<file path="src/rtl/cpfm_pkg.sv">
// Package for the capture period frequency meter: item types, widths, register
// indexes and filter thresholds.
// No dependencies; used by every file in rtl.
package cpfm_pkg;

    localparam int unsigned CNT_W      = 32;  // high count, intervals, periods
    localparam int unsigned LOW_W      = 16;  // captured low timer count
    localparam int unsigned TP_W       = 17;  // timer_period register
    localparam int unsigned MAXI_W     = 31;  // max_interval register
    localparam int unsigned NUM_W      = 32;  // freq_numerator register
    localparam int unsigned SUM_W      = 36;  // filter sum, no wrap
    localparam int unsigned SHIFT_W    = 3;   // filter shift amount, 1..4
    localparam int unsigned CFG_IDX_W  = 2;
    localparam int unsigned CFG_DATA_W = 32;

    // configuration register indexes
    localparam logic [CFG_IDX_W-1:0] REG_TIMER_PERIOD   = 2'd0;
    localparam logic [CFG_IDX_W-1:0] REG_MAX_INTERVAL   = 2'd1;
    localparam logic [CFG_IDX_W-1:0] REG_FREQ_NUMERATOR = 2'd2;

    // register reset values
    localparam logic [TP_W-1:0]   TIMER_PERIOD_RST   = 17'd65536;
    localparam logic [MAXI_W-1:0] MAX_INTERVAL_RST   = 31'd100000;
    localparam logic [NUM_W-1:0]  FREQ_NUMERATOR_RST = 32'd1000000;

    // filter weight bands: below each bound the given shift applies
    localparam logic [CNT_W-1:0] BAND_16_LIMIT = 32'd300;
    localparam logic [CNT_W-1:0] BAND_8_LIMIT  = 32'd1000;
    localparam logic [CNT_W-1:0] BAND_4_LIMIT  = 32'd2000;

    localparam logic [SHIFT_W-1:0] SHIFT_16 = 3'd4;
    localparam logic [SHIFT_W-1:0] SHIFT_8  = 3'd3;
    localparam logic [SHIFT_W-1:0] SHIFT_4  = 3'd2;
    localparam logic [SHIFT_W-1:0] SHIFT_2  = 3'd1;

    localparam logic OP_CAPTURE  = 1'b0;
    localparam logic OP_OVERFLOW = 1'b1;

    typedef struct packed {
        logic             op;
        logic [LOW_W-1:0] capture_value;
    } req_t;

    typedef struct packed {
        logic [CNT_W-1:0] interval;
        logic [CNT_W-1:0] filtered_period;
        logic [CNT_W-1:0] freq_x10;
        logic             lost_pulse;
    } rsp_t;

endpackage

</file>
<file path="src/rtl/cpfm_mul.sv">
// Bit-serial shift-add multiplier, 32 x 17 bits, product modulo 2^32.
// Depends on cpfm_pkg.
module cpfm_mul
(
    input  logic                       clk,
    input  logic                       rst_n,
    input  logic                       start,
    input  logic [cpfm_pkg::CNT_W-1:0] mcand,
    input  logic [cpfm_pkg::TP_W-1:0]  mplier,
    output logic                       done,
    output logic [cpfm_pkg::CNT_W-1:0] product
);

    localparam int unsigned STEP_W = $clog2(cpfm_pkg::TP_W);
    localparam logic [STEP_W-1:0] LAST_STEP = STEP_W'(cpfm_pkg::TP_W - 1);

    logic                       busy_reg;
    logic                       done_reg;
    logic [STEP_W-1:0]          step_reg;
    logic [cpfm_pkg::CNT_W-1:0] acc_reg;
    logic [cpfm_pkg::CNT_W-1:0] mcand_reg;
    logic [cpfm_pkg::TP_W-1:0]  mplier_reg;

    always_ff @(posedge clk or negedge rst_n)
    begin
        if (!rst_n)
        begin
            busy_reg <= 1'b0;
            done_reg <= 1'b0;
            step_reg <= '0;
        end
        else
        begin
            done_reg <= 1'b0;
            if (start)
            begin
                busy_reg <= 1'b1;
                step_reg <= '0;
            end
            else if (busy_reg)
            begin
                step_reg <= step_reg + 1'b1;
                if (step_reg == LAST_STEP)
                begin
                    busy_reg <= 1'b0;
                    done_reg <= 1'b1;
                end
            end
        end
    end

    // one multiplier bit a cycle
    always_ff @(posedge clk)
    begin
        if (start)
        begin
            acc_reg    <= '0;
            mcand_reg  <= mcand;
            mplier_reg <= mplier;
        end
        else if (busy_reg)
        begin
            if (mplier_reg[0])
                acc_reg <= acc_reg + mcand_reg;
            mcand_reg  <= {mcand_reg[cpfm_pkg::CNT_W-2:0], 1'b0};
            mplier_reg <= {1'b0, mplier_reg[cpfm_pkg::TP_W-1:1]};
        end
    end

    assign done    = done_reg;
    assign product = acc_reg;

endmodule

</file>
<file path="src/rtl/cpfm_div.sv">
// Bit-serial restoring divider, 32 / 32 bits, one quotient bit a cycle.
// Depends on cpfm_pkg. Divisor must be non-zero.
module cpfm_div
(
    input  logic                       clk,
    input  logic                       rst_n,
    input  logic                       start,
    input  logic [cpfm_pkg::NUM_W-1:0] dividend,
    input  logic [cpfm_pkg::CNT_W-1:0] divisor,
    output logic                       done,
    output logic [cpfm_pkg::NUM_W-1:0] quotient
);

    localparam int unsigned STEP_W = $clog2(cpfm_pkg::NUM_W);
    localparam logic [STEP_W-1:0] LAST_STEP = STEP_W'(cpfm_pkg::NUM_W - 1);

    logic                       busy_reg;
    logic                       done_reg;
    logic [STEP_W-1:0]          step_reg;
    logic [cpfm_pkg::CNT_W:0]   rem_reg;
    logic [cpfm_pkg::NUM_W-1:0] quot_reg;
    logic [cpfm_pkg::CNT_W-1:0] dsor_reg;

    logic [cpfm_pkg::CNT_W:0]   rem_shift;
    logic [cpfm_pkg::CNT_W:0]   trial;

    assign rem_shift = {rem_reg[cpfm_pkg::CNT_W-1:0], quot_reg[cpfm_pkg::NUM_W-1]};
    assign trial     = rem_shift - {1'b0, dsor_reg};

    always_ff @(posedge clk or negedge rst_n)
    begin
        if (!rst_n)
        begin
            busy_reg <= 1'b0;
            done_reg <= 1'b0;
            step_reg <= '0;
        end
        else
        begin
            done_reg <= 1'b0;
            if (start)
            begin
                busy_reg <= 1'b1;
                step_reg <= '0;
            end
            else if (busy_reg)
            begin
                step_reg <= step_reg + 1'b1;
                if (step_reg == LAST_STEP)
                begin
                    busy_reg <= 1'b0;
                    done_reg <= 1'b1;
                end
            end
        end
    end

    always_ff @(posedge clk)
    begin
        if (start)
        begin
            rem_reg  <= '0;
            quot_reg <= dividend;
            dsor_reg <= divisor;
        end
        else if (busy_reg)
        begin
            // trial subtract; keep it when it does not go negative
            if (!trial[cpfm_pkg::CNT_W])
            begin
                rem_reg  <= trial;
                quot_reg <= {quot_reg[cpfm_pkg::NUM_W-2:0], 1'b1};
            end
            else
            begin
                rem_reg  <= rem_shift;
                quot_reg <= {quot_reg[cpfm_pkg::NUM_W-2:0], 1'b0};
            end
        end
    end

    assign done     = done_reg;
    assign quotient = quot_reg;

endmodule

</file>
<file path="src/rtl/capture_period_frequency_meter_unit.sv">
// Capture period frequency meter top level; depends on cpfm_pkg, cpfm_mul and cpfm_div.
// Steps per item: serial multiply, decision, filter (S_FILT1, S_FILT2; skipped for a quiet
// overflow), range check, serial division when the period is in range, output hand-over.
// Items are taken one at a time, only in the idle state. The next item is taken while the
// previous result waits in the output register; a stalled result holds the sequencer.
// Reset (rst_n, async, active low) clears counts and filter state, loads register defaults.
module capture_period_frequency_meter_unit
(
    input  logic                            clk,
    input  logic                            rst_n,
    // item input channel
    input  logic                            req_valid,
    output logic                            req_stall,
    input  cpfm_pkg::req_t                  req,
    // result channel
    output logic                            rsp_valid,
    input  logic                            rsp_stall,
    output cpfm_pkg::rsp_t                  rsp,
    // configuration write channel
    input  logic                            cfg_valid,
    output logic                            cfg_ready,
    input  logic [cpfm_pkg::CFG_IDX_W-1:0]  cfg_index,
    input  logic [cpfm_pkg::CFG_DATA_W-1:0] cfg_data
);

    // sequencer codes
    localparam logic [2:0] S_IDLE  = 3'd0;  // waiting for an item
    localparam logic [2:0] S_MUL   = 3'd1;  // serial high-count x timer_period
    localparam logic [2:0] S_DEC   = 3'd2;  // capture / timeout decision, state update
    localparam logic [2:0] S_FILT1 = 3'd3;  // s * (2^k - 1)
    localparam logic [2:0] S_FILT2 = 3'd4;  // add sample, shift down
    localparam logic [2:0] S_FREQ  = 3'd5;  // range check, launch division
    localparam logic [2:0] S_DIVW  = 3'd6;  // serial division running
    localparam logic [2:0] S_OUT   = 3'd7;  // hand result to output register

    logic [2:0] state_reg;
    logic [2:0] state_next;

    // configuration registers
    logic [cpfm_pkg::TP_W-1:0]   tp_reg;
    logic [cpfm_pkg::MAXI_W-1:0] max_reg;
    logic [cpfm_pkg::NUM_W-1:0]  num_reg;

    // measurement state
    logic [cpfm_pkg::CNT_W-1:0] hc_reg;
    logic [cpfm_pkg::CNT_W-1:0] prev_high_reg;
    logic [cpfm_pkg::LOW_W-1:0] prev_low_reg;
    logic [cpfm_pkg::CNT_W-1:0] last_reg;
    logic [cpfm_pkg::CNT_W-1:0] s_reg;

    // per-item working registers
    logic                         op_reg;
    logic [cpfm_pkg::LOW_W-1:0]   low_reg;
    logic [cpfm_pkg::CNT_W-1:0]   d_reg;
    logic [cpfm_pkg::CNT_W-1:0]   sample_reg;
    logic [cpfm_pkg::SHIFT_W-1:0] k_reg;
    logic [cpfm_pkg::SUM_W-1:0]   acc_reg;
    logic [cpfm_pkg::CNT_W-1:0]   freq_reg;
    logic                         lost_reg;

    // output register
    logic           rsp_valid_reg;
    cpfm_pkg::rsp_t rsp_reg;

    logic accept;
    logic rsp_free;

    logic [cpfm_pkg::CNT_W-1:0] h_cur;
    logic [cpfm_pkg::CNT_W-1:0] high_diff;
    logic [cpfm_pkg::CNT_W-1:0] d_calc;
    logic [cpfm_pkg::CNT_W-1:0] max_ext;
    logic [cpfm_pkg::SUM_W-1:0] s_ext;
    logic [cpfm_pkg::SUM_W-1:0] sum_shift;
    logic                       freq_ok;

    logic                       mul_done;
    logic [cpfm_pkg::CNT_W-1:0] mul_product;
    logic                       div_start;
    logic                       div_done;
    logic [cpfm_pkg::NUM_W-1:0] div_quot;

    assign accept    = req_valid && !req_stall;
    assign req_stall = (state_reg != S_IDLE);
    assign rsp_free  = !rsp_valid_reg || !rsp_stall;
    assign cfg_ready = 1'b1;

    // time of this item: an overflow counts first, then compares against prev capture
    assign h_cur     = (req.op == cpfm_pkg::OP_OVERFLOW) ? hc_reg + 1'b1 : hc_reg;
    assign high_diff = (h_cur > prev_high_reg) ? h_cur - prev_high_reg : '0;

    // low part: added when it does not go below prev_low, or when the high part is
    // non-zero (then it borrows, modulo 2^32); otherwise the difference stays zero
    always_comb
    begin
        d_calc = mul_product;
        if ((low_reg >= prev_low_reg) || (mul_product != '0))
            d_calc = mul_product + {{(cpfm_pkg::CNT_W - cpfm_pkg::LOW_W){1'b0}}, low_reg}
                   - {{(cpfm_pkg::CNT_W - cpfm_pkg::LOW_W){1'b0}}, prev_low_reg};
    end

    assign max_ext   = {1'b0, max_reg};
    assign s_ext     = {{(cpfm_pkg::SUM_W - cpfm_pkg::CNT_W){1'b0}}, s_reg};
    assign sum_shift = (acc_reg + {{(cpfm_pkg::SUM_W - cpfm_pkg::CNT_W){1'b0}}, sample_reg})
                       >> k_reg;
    assign freq_ok   = (s_reg != '0) && (s_reg <= max_ext);
    assign div_start = (state_reg == S_FREQ) && freq_ok;

    // sequencer
    always_comb
    begin
        state_next = state_reg;
        unique case (state_reg)
            S_IDLE:  if (accept) state_next = S_MUL;
            S_MUL:   if (mul_done) state_next = S_DEC;
            S_DEC:
            begin
                if (op_reg == cpfm_pkg::OP_CAPTURE || d_reg > max_ext)
                    state_next = S_FILT1;
                else
                    state_next = S_FREQ;
            end
            S_FILT1: state_next = S_FILT2;
            S_FILT2: state_next = S_FREQ;
            S_FREQ:  state_next = freq_ok ? S_DIVW : S_OUT;
            S_DIVW:  if (div_done) state_next = S_OUT;
            S_OUT:   if (rsp_free) state_next = S_IDLE;
            default: state_next = S_IDLE;
        endcase
    end

    always_ff @(posedge clk or negedge rst_n)
    begin
        if (!rst_n)
            state_reg <= S_IDLE;
        else
            state_reg <= state_next;
    end

    // configuration writes; indexes beyond the list are dropped
    always_ff @(posedge clk or negedge rst_n)
    begin
        if (!rst_n)
        begin
            tp_reg  <= cpfm_pkg::TIMER_PERIOD_RST;
            max_reg <= cpfm_pkg::MAX_INTERVAL_RST;
            num_reg <= cpfm_pkg::FREQ_NUMERATOR_RST;
        end
        else if (cfg_valid && cfg_ready)
        begin
            unique case (cfg_index)
                cpfm_pkg::REG_TIMER_PERIOD:   tp_reg  <= cfg_data[cpfm_pkg::TP_W-1:0];
                cpfm_pkg::REG_MAX_INTERVAL:   max_reg <= cfg_data[cpfm_pkg::MAXI_W-1:0];
                cpfm_pkg::REG_FREQ_NUMERATOR: num_reg <= cfg_data[cpfm_pkg::NUM_W-1:0];
                default: ;
            endcase
        end
    end

    // measurement state and filter
    always_ff @(posedge clk or negedge rst_n)
    begin
        if (!rst_n)
        begin
            hc_reg        <= '0;
            prev_high_reg <= '0;
            prev_low_reg  <= '0;
            last_reg      <= '0;
            s_reg         <= '0;
            lost_reg      <= 1'b0;
        end
        else
        begin
            if (accept)
            begin
                lost_reg <= 1'b0;
                if (req.op == cpfm_pkg::OP_OVERFLOW)
                    hc_reg <= h_cur;
            end
            if (state_reg == S_DEC)
            begin
                if (op_reg == cpfm_pkg::OP_CAPTURE)
                begin
                    prev_high_reg <= hc_reg;
                    prev_low_reg  <= low_reg;
                    last_reg      <= d_reg;
                end
                else if (d_reg > max_ext)
                begin
                    // pulse lost: feed twice the limit into a quarter-weight filter
                    prev_high_reg <= hc_reg;
                    prev_low_reg  <= '0;
                    last_reg      <= {max_reg, 1'b0};
                    lost_reg      <= 1'b1;
                end
            end
            if (state_reg == S_FILT2)
                s_reg <= sum_shift[cpfm_pkg::CNT_W-1:0];
        end
    end

    // working registers
    always_ff @(posedge clk)
    begin
        if (accept)
        begin
            op_reg  <= req.op;
            low_reg <= (req.op == cpfm_pkg::OP_OVERFLOW) ? '0 : req.capture_value;
        end
        if (state_reg == S_MUL && mul_done)
            d_reg <= d_calc;
        if (state_reg == S_DEC)
        begin
            if (op_reg == cpfm_pkg::OP_CAPTURE)
            begin
                sample_reg <= d_reg;
                if (d_reg < cpfm_pkg::BAND_16_LIMIT)
                    k_reg <= cpfm_pkg::SHIFT_16;
                else if (d_reg < cpfm_pkg::BAND_8_LIMIT)
                    k_reg <= cpfm_pkg::SHIFT_8;
                else if (d_reg < cpfm_pkg::BAND_4_LIMIT)
                    k_reg <= cpfm_pkg::SHIFT_4;
                else
                    k_reg <= cpfm_pkg::SHIFT_2;
            end
            else
            begin
                sample_reg <= {max_reg, 1'b0};
                k_reg      <= cpfm_pkg::SHIFT_4;
            end
        end
        if (state_reg == S_FILT1)
            acc_reg <= (s_ext << k_reg) - s_ext;
        if (state_reg == S_FREQ)
            freq_reg <= '0;
        else if (state_reg == S_DIVW && div_done)
            freq_reg <= div_quot;
    end

    // output register
    always_ff @(posedge clk or negedge rst_n)
    begin
        if (!rst_n)
            rsp_valid_reg <= 1'b0;
        else if (state_reg == S_OUT && rsp_free)
            rsp_valid_reg <= 1'b1;
        else if (!rsp_stall)
            rsp_valid_reg <= 1'b0;
    end

    always_ff @(posedge clk)
    begin
        if (state_reg == S_OUT && rsp_free)
        begin
            rsp_reg.interval        <= last_reg;
            rsp_reg.filtered_period <= s_reg;
            rsp_reg.freq_x10        <= freq_reg;
            rsp_reg.lost_pulse      <= lost_reg;
        end
    end

    assign rsp_valid = rsp_valid_reg;
    assign rsp       = rsp_reg;

    cpfm_mul u_mul
    (
        .clk     (clk),
        .rst_n   (rst_n),
        .start   (accept),
        .mcand   (high_diff),
        .mplier  (tp_reg),
        .done    (mul_done),
        .product (mul_product)
    );

    cpfm_div u_div
    (
        .clk      (clk),
        .rst_n    (rst_n),
        .start    (div_start),
        .dividend (num_reg),
        .divisor  (s_reg),
        .done     (div_done),
        .quotient (div_quot)
    );

`ifndef SYNTHESIS
    // a new result only ever comes from the hand-over state
    a_rsp_from_out: assert property (@(posedge clk) disable iff (!rst_n)
        $rose(rsp_valid_reg) |-> $past(state_reg == S_OUT))
        else $error("result raised outside hand-over state");

    // the divider is never launched on a zero period
    a_div_nonzero: assert property (@(posedge clk) disable iff (!rst_n)
        div_start |-> (s_reg != '0))
        else $error("division by zero period launched");

    // a held result with a period beyond the limit reports no frequency
    a_freq_range: assert property (@(posedge clk) disable iff (!rst_n)
        (rsp_valid_reg && (rsp_reg.filtered_period > max_ext)) |-> (rsp_reg.freq_x10 == '0))
        else $error("frequency reported for out-of-range period");

    // lost pulse is flagged by overflow items only
    a_lost_overflow: assert property (@(posedge clk) disable iff (!rst_n)
        (state_reg == S_OUT && lost_reg) |-> (op_reg == cpfm_pkg::OP_OVERFLOW))
        else $error("lost pulse flagged on a capture item");
`endif

endmodule

</file>
<file path="config.mk">
export PLATFORM = sky130hd
export DESIGN_NAME = capture_period_frequency_meter_unit
export DESIGN_NICKNAME = d
export VERILOG_FILES = /design/src/rtl/cpfm_pkg.sv /design/src/rtl/cpfm_mul.sv /design/src/rtl/cpfm_div.sv /design/src/rtl/capture_period_frequency_meter_unit.sv
export SDC_FILE = /design/constraint.sdc
export NUM_CORES = 2
export LEC_CHECK = 0
export ABC_CLOCK_PERIOD_IN_PS = 18280
export BUFFER_PORTS_ARGS = -buffer_cell sky130_fd_sc_hd__buf_2
export CORE_ASPECT_RATIO = 1.1
export CORE_MARGIN = 5
export CORE_UTILIZATION = 65
export DETAILED_ROUTE_END_ITERATION = 6
export PLACE_DENSITY = 0.88
export SYNTH_ARGS = -nofsm -noshare
export SYNTH_HDL_FRONTEND = slang
export SYNTH_SLANG_ARGS = --single-unit
</file>
<file path="constraint.sdc">
create_clock -name clk -period 18.28 [get_ports clk]
set_input_delay 2.742 -clock clk [delete_from_list [all_inputs] [get_ports clk]]
set_output_delay 2.742 -clock clk [all_outputs]
set_load 0.02 [all_outputs]
</file>
; ---- After elaboration in Yosys (flattened, before gate mapping)
; Cells that the tools add are included.
[totals]
reg_bits = 669
input_bits = 56
[op_classes]
bitwise = 1
add_sub_neg = 10
mux = 50
n_eq_ne = 17
reduce_logical = 27
magnitude_cmp = 7
n_shift = 2
[ops]
columns = cell, n
row1 = 2-to-1 mux 32 bit, 13
row2 = nonzero test 32 bit, 2
row3 = adder 36 x 32 -> 36 bit, 1
row4 = left shift 32 x 3 -> 36 bit, 1
row5 = >> shifter 36 x 3 -> 32 bit, 1
row6 = subtractor 36 x 32 -> 36 bit, 1
row7 = 2-to-1 mux 17 bit, 2
row8 = subtractor 33 x 32 -> 33 bit, 1
row9 = adder 32 x 1 -> 32 bit (second input constant), 1
row10 = adder 32 x 16 -> 32 bit, 1
row11 = adder 32 bit, 1
row12 = > comparator 32 x 31 -> 1 bit, 1
row13 = > comparator 32 bit, 1
row14 = <= comparator 32 x 31 -> 1 bit, 1
row15 = less-than comparator 32 x 10 -> 1 bit (second input constant), 1
row16 = less-than comparator 32 x 11 -> 1 bit (second input constant), 1
row17 = less-than comparator 32 x 9 -> 1 bit (second input constant), 1
row18 = 2-to-1 mux 16 bit, 2
row19 = subtractor 32 x 16 -> 32 bit, 1
row20 = subtractor 32 bit, 1
row21 = case mux 3 bit (8 select lines), 1
row22 = 2-to-1 mux 1 bit, 20
row23 = 2-to-1 mux 5 bit, 4
row24 = 2-to-1 mux 3 bit, 6
row25 = 22 further kinds, 48

; ---- Longest topological paths before layout
[logic_depth]
depth_word = 7
mapped_depth = 21
depth_no_buf = 20

; ---- Hierarchy
; From an unflattened synthesis, not the netlist that was laid out.
[hier_totals]
hier_cells = 3927
area_unflattened_um2 = 40685.3
[modules_own_cells]
columns = mod, seq_area_each_um2, area_per_inst_um2, n_inst, cells_per_inst
row1 = capture_period_frequency_meter_unit, 12904.9, 29724.8, 1, 2890
row2 = cpfm_div, 2737.6, 5865.6, 1, 549
row3 = cpfm_mul, 2287.2, 5094.9, 1, 488

; ---- Worst setup path before layout
; OpenSTA, ideal clock, no wires.
[synth_path]
path_type = input -> register
startpoint = input port rsp_stall
endpoint = register rsp_reg (netlist bit rsp[0]) (enable)
t_required_ns = 17.694
path_buffers = 0
path_stages = 1
setup_slack_ns = 10.212
setup_time_ns = 0.586
arrival_time_ns = 7.482
path_cell_list = a21oi_1
[synth_via]
elab_chain_len = 3
[synth_lines]
columns = element, line
row1 = from (decl), capture_period_frequency_meter_unit.sv:17  ; input logic rsp_stall,
row2 = logical NOT 1 bit, --
row3 = logical OR 1 bit, capture_period_frequency_meter_unit.sv:84  ; assign rsp_free = !rsp_valid_reg || !rsp_stall;
row4 = logical AND 1 bit, capture_period_frequency_meter_unit.sv:252  ; if (state_reg == S_OUT && rsp_free)
row5 = to (decl), capture_period_frequency_meter_unit.sv:63  ; cpfm_pkg::rsp_t rsp_reg;
; Every way passes these cells.
; A chain may end at the register's enable or synchronous reset.

; ---- Worst setup path after layout
[layout_path]
startpoint = input port req[16] (netlist bit)
endpoint = register u_mul.mcand_reg[9] (netlist bit) (data pin)
[layout_via]
elab_chain_len = 4
word_cells_on_any_way = 5
classes_between = add/sub: 1 / order compare: 1 / mux: 3
[layout_lines]
columns = element, line
row1 = from (decl), capture_period_frequency_meter_unit.sv:14  ; input cpfm_pkg::req_t req,
row2 = 2-to-1 mux 32 bit, capture_period_frequency_meter_unit.sv:88  ; assign h_cur = (req.op == cpfm_pkg::OP_OVERFLOW) ? hc_reg + 1'b1 : hc_reg;
row3 = named net h_cur (one bit), capture_period_frequency_meter_unit.sv:68  ; logic [cpfm_pkg::CNT_W-1:0] h_cur;
row4 = > comparator 32 bit, capture_period_frequency_meter_unit.sv:89  ; assign high_diff = (h_cur > prev_high_reg) ? h_cur - prev_high_reg : '0;
row5 = 2-to-1 mux 32 bit, capture_period_frequency_meter_unit.sv:89
row6 = 2-to-1 mux 32 bit, cpfm_mul.sv:55  ; if (start)
row7 = to (signal assigned), cpfm_mul.sv:58  ; mcand_reg <= mcand;
row8 = to (signal assigned), cpfm_mul.sv:65  ; mcand_reg <= {mcand_reg[cpfm_pkg::CNT_W-2:0], 1'b0};
row9 = to (decl), cpfm_mul.sv:21  ; logic [cpfm_pkg::CNT_W-1:0] mcand_reg;
; The timed path passes the listed nets, and every way through them passes these cells.

==> metrics.txt <==
Worst-Margin Slew=1.321 ns; die boundary height=between 200 and 300 um; Worst path slowest cell=o21ai_2; Total GRT Usage=about 31%; via count=approximately 32,000; Storage cell area=17,930 um^2; max reg flops=97; IO Pins=around 160; DRC Markers=0; ys async rst share=between 30% and 40%; dominant cell type by area after synthesis=edfxtp_1; DRT antenna net count=0; relative slew slack=between 10% and 20%; worst clock skew=0.02056 ns; largest net degree at the start of global routing=140; delay-heaviest family, CP=simple AND/OR/NAND/NOR gates; Power Total=between 8000 and 9000 uW; RSZ-0062 raised after global routing=no; clock sinks=roughly 670; area share of the largest cell type after synthesis=between 20% and 30%; number of synthesized flops with an enable pin=330; Hold Crit Class=flip-flop to flip-flop; post_cts resized=0; CP required=18.61 ns; Final period util=39.40%; status=completed; Synth area leaders=edfxtp_1 (25%), dfrtp_1 (14%), ha_1 (8.8%), nand2_1 (5.0%), dfxtp_1 (4.8%); clock-pin transition on the worst setup and hold timing paths=around 0.060 ns; design area=roughly 44,000 um^2; GP Congestion=between 0.9 and 1; vias in the first global route=between 30,000 and 40,000; Synth Warn #=0; CP Launch Type=input port; DRT Pass-1 Iters=7; crit path DAT=7.53 ns; core area=around 61,000 um^2; Post-Syn Area=about 40,000 um^2; Hold Vio Cnt, Final=0; crit path capture type=flip-flop; clk root buf=clkbuf_16; Max-Cap Viols=0; CP Cell Sequence=buf_2 > and3_1 > and4_1 > and4_1 > and3_1 > nand3_1 > nor2_4 > and3_1 > xor2_1 > ha_1 > a21oi_1 > nor2b_1 > o21ai_0 > a21oi_1 > o21ai_0 > o21ai_2 > o21ai_0; pwr dens=between 200 and 250 nW/um^2; Post-Syn Instances=4,071; crit-path max FO=28; fill count=around 4,200; Iter 0 DRT Violations=about 2,800; Syn Nets=roughly 4,400; TNS Setup=0 ns; CTS tree=yes; CP startpoint=req[16]; Max stage delay on crit path=just under 0.8 ns; synth unique cells=roughly 100; dpl cells=4,910; min-delay src=freq_reg[5]$_SDFFE_PN0P_; fin crit period=between 7 and 8 ns; Yosys reg bits=between 600 and 700; CTS Buffer Depth=3; final non-filler cell total=approximately 5,000; syn_area_per_cell=roughly 10 um^2; Critical R2R Launch=k_reg[1]$_SDFFCE_PP1P_; # setup viols final=0; area growth from synthesis to layout=9.422%; Die Wd=about 250 um; IR drop worst, VDD=approximately 0.00015 V; maximum clock rate=~140 MHz; initial core utilization=between 60 and 70%; most frequent cells in the layout=nand2_1 (535), edfxtp_1 (330), inv_1 (290); Rows=between 90 and 100; Post-DP Area=between 40,000 and 50,000 um^2; initial antenna violation count=2; Pins Over Slew Limit=0; final WL=106,100 um; vias per cell=between 6 and 7; die footprint=around 67,000 um^2; Multi-input gate area=about 20,000 um^2; main flop type after synthesis=edfxtp_1; maximum level of the CTS H-tree=3; Setup CP Type=input port to flip-flop; share of cells above drive strength 1=roughly 13%; CTS Buf Count=70; wire per inst=around 21 um; clk_lat worst skew=0.63 ns; postcts setup bufs=0; Pleak=about 0.019 uW; HPWL after DPL=between 70,000 and 80,000 um; first-pass GRT wire length=roughly 170,000 um; total gr overflow=0; final net count=between 4,000 and 5,000; Buf/Inv on CP=1; hold_buf cts=0; sequential share of the synthesized area=between 40% and 50%; port bufs=154; commonest non-fill, non-tap cell in the layout=nand2_1
[routing by layer]
layer | global-route usage, % | wire, um | share of wire (%) | up-vias
li1 | - | - | - | 14770
met1 | 36.69 | 38760 | 37 | 15290
met2 | 52.80 | 51710 | 49 | 1380
met3 | 4.393 | 6690 | 6.3 | 462
met4 | 21.67 | 8903 | 8.4 | 2
met5 | 0 | 7 | 0.0066 | -
[through the flow]
stage	util (%)	hold slack (ns)	setup WS (ns)
2_1_floorplan	-	0.4081	10.21
3_3_place_gp	67.99	0.4125	10.56
3_5_place_dp	67.99	0.4138	10.41
4_1_cts	71.89	0.4280	11.05
5_1_grt	71.89	0.4421	10.59
6_report	71.89	0.4298	11.08
[cell families after synthesis]
group                    after synthesis  share of synthesized area (%)
AND/OR/NAND/NOR                     1208                          13.82
AO/OA/AOI/OAI                        985                          15.90
flip-flops                           669                          44.67
buffers and inverters                460                          4.438
adder cells (fa/ha/maj)              303                          9.837
multiplexers                         226                          6.546
XOR/XNOR                             219                          4.778
other                                  1                       0.009342
[cells in the mapped netlist, types with 86 or more instances]
master	instances
xor2_1	86
a21o_1	111
mux2_2	152
dfxtp_1	96
o21ai_0	214
xnor2_1	133
ha_1	282
nor2_1	242
a21oi_1	276
dfrtp_1	229
nand2_1	537
clkbuf_1	125
edfxtp_1	330
inv_1	290
[worst paths after layout]
check	end	slack, ns	cells after the start
setup reg to reg	acc_reg[32]$_DFFE_PP_	12.80	17
min in group asynchronous	hc_reg[0]$_DFFE_PN0P_	2.18	1
hold / removal	rsp[6]$_DFFE_PP_	0.43	0
max in group asynchronous	u_div.busy_reg$_DFF_PN0_	14.67	2
setup / recovery	u_mul.mcand_reg[9]$_DFFE_PP_	11.08	17
hold reg to reg	rsp[6]$_DFFE_PP_	0.43	0
[layout make-up]
| type | instances | share of cell area (%) |
|---|---|---|
| multi-input combinational | 2942 | 46.61 |
| sequential | 669 | 40.82 |
| clock buffer | 99 | 4.703 |
| inverter | 293 | 2.504 |
| tap | 824 | 2.347 |
| timing repair buffer | 182 | 2.285 |
| clock inverter | 31 | 0.7207 |
| antenna | 2 | 0.01139 |
[power by group]
part	leakage (uW)	total, uW	switching, uW	internal [uW]
combinational	0.0110	4840	2870	1970
sequential	0.00698	2670	403	2270
clock	0.00116	1460	617	842
[worst register-to-register path, delay by kind of cell (launching register included)]
| family | cells | cell delay (ns) |
|---|---|---|
| xor+xnor | 1 | 0.08 |
| fa+ha+maj | 1 | 0.37 |
| flops | 1 | 0.33 |
| compound gates | 8 | 1.54 |
| buf+inv | 2 | 1.63 |
| simple gates | 5 | 1.24 |
Power figures use the tool's default switching activity.
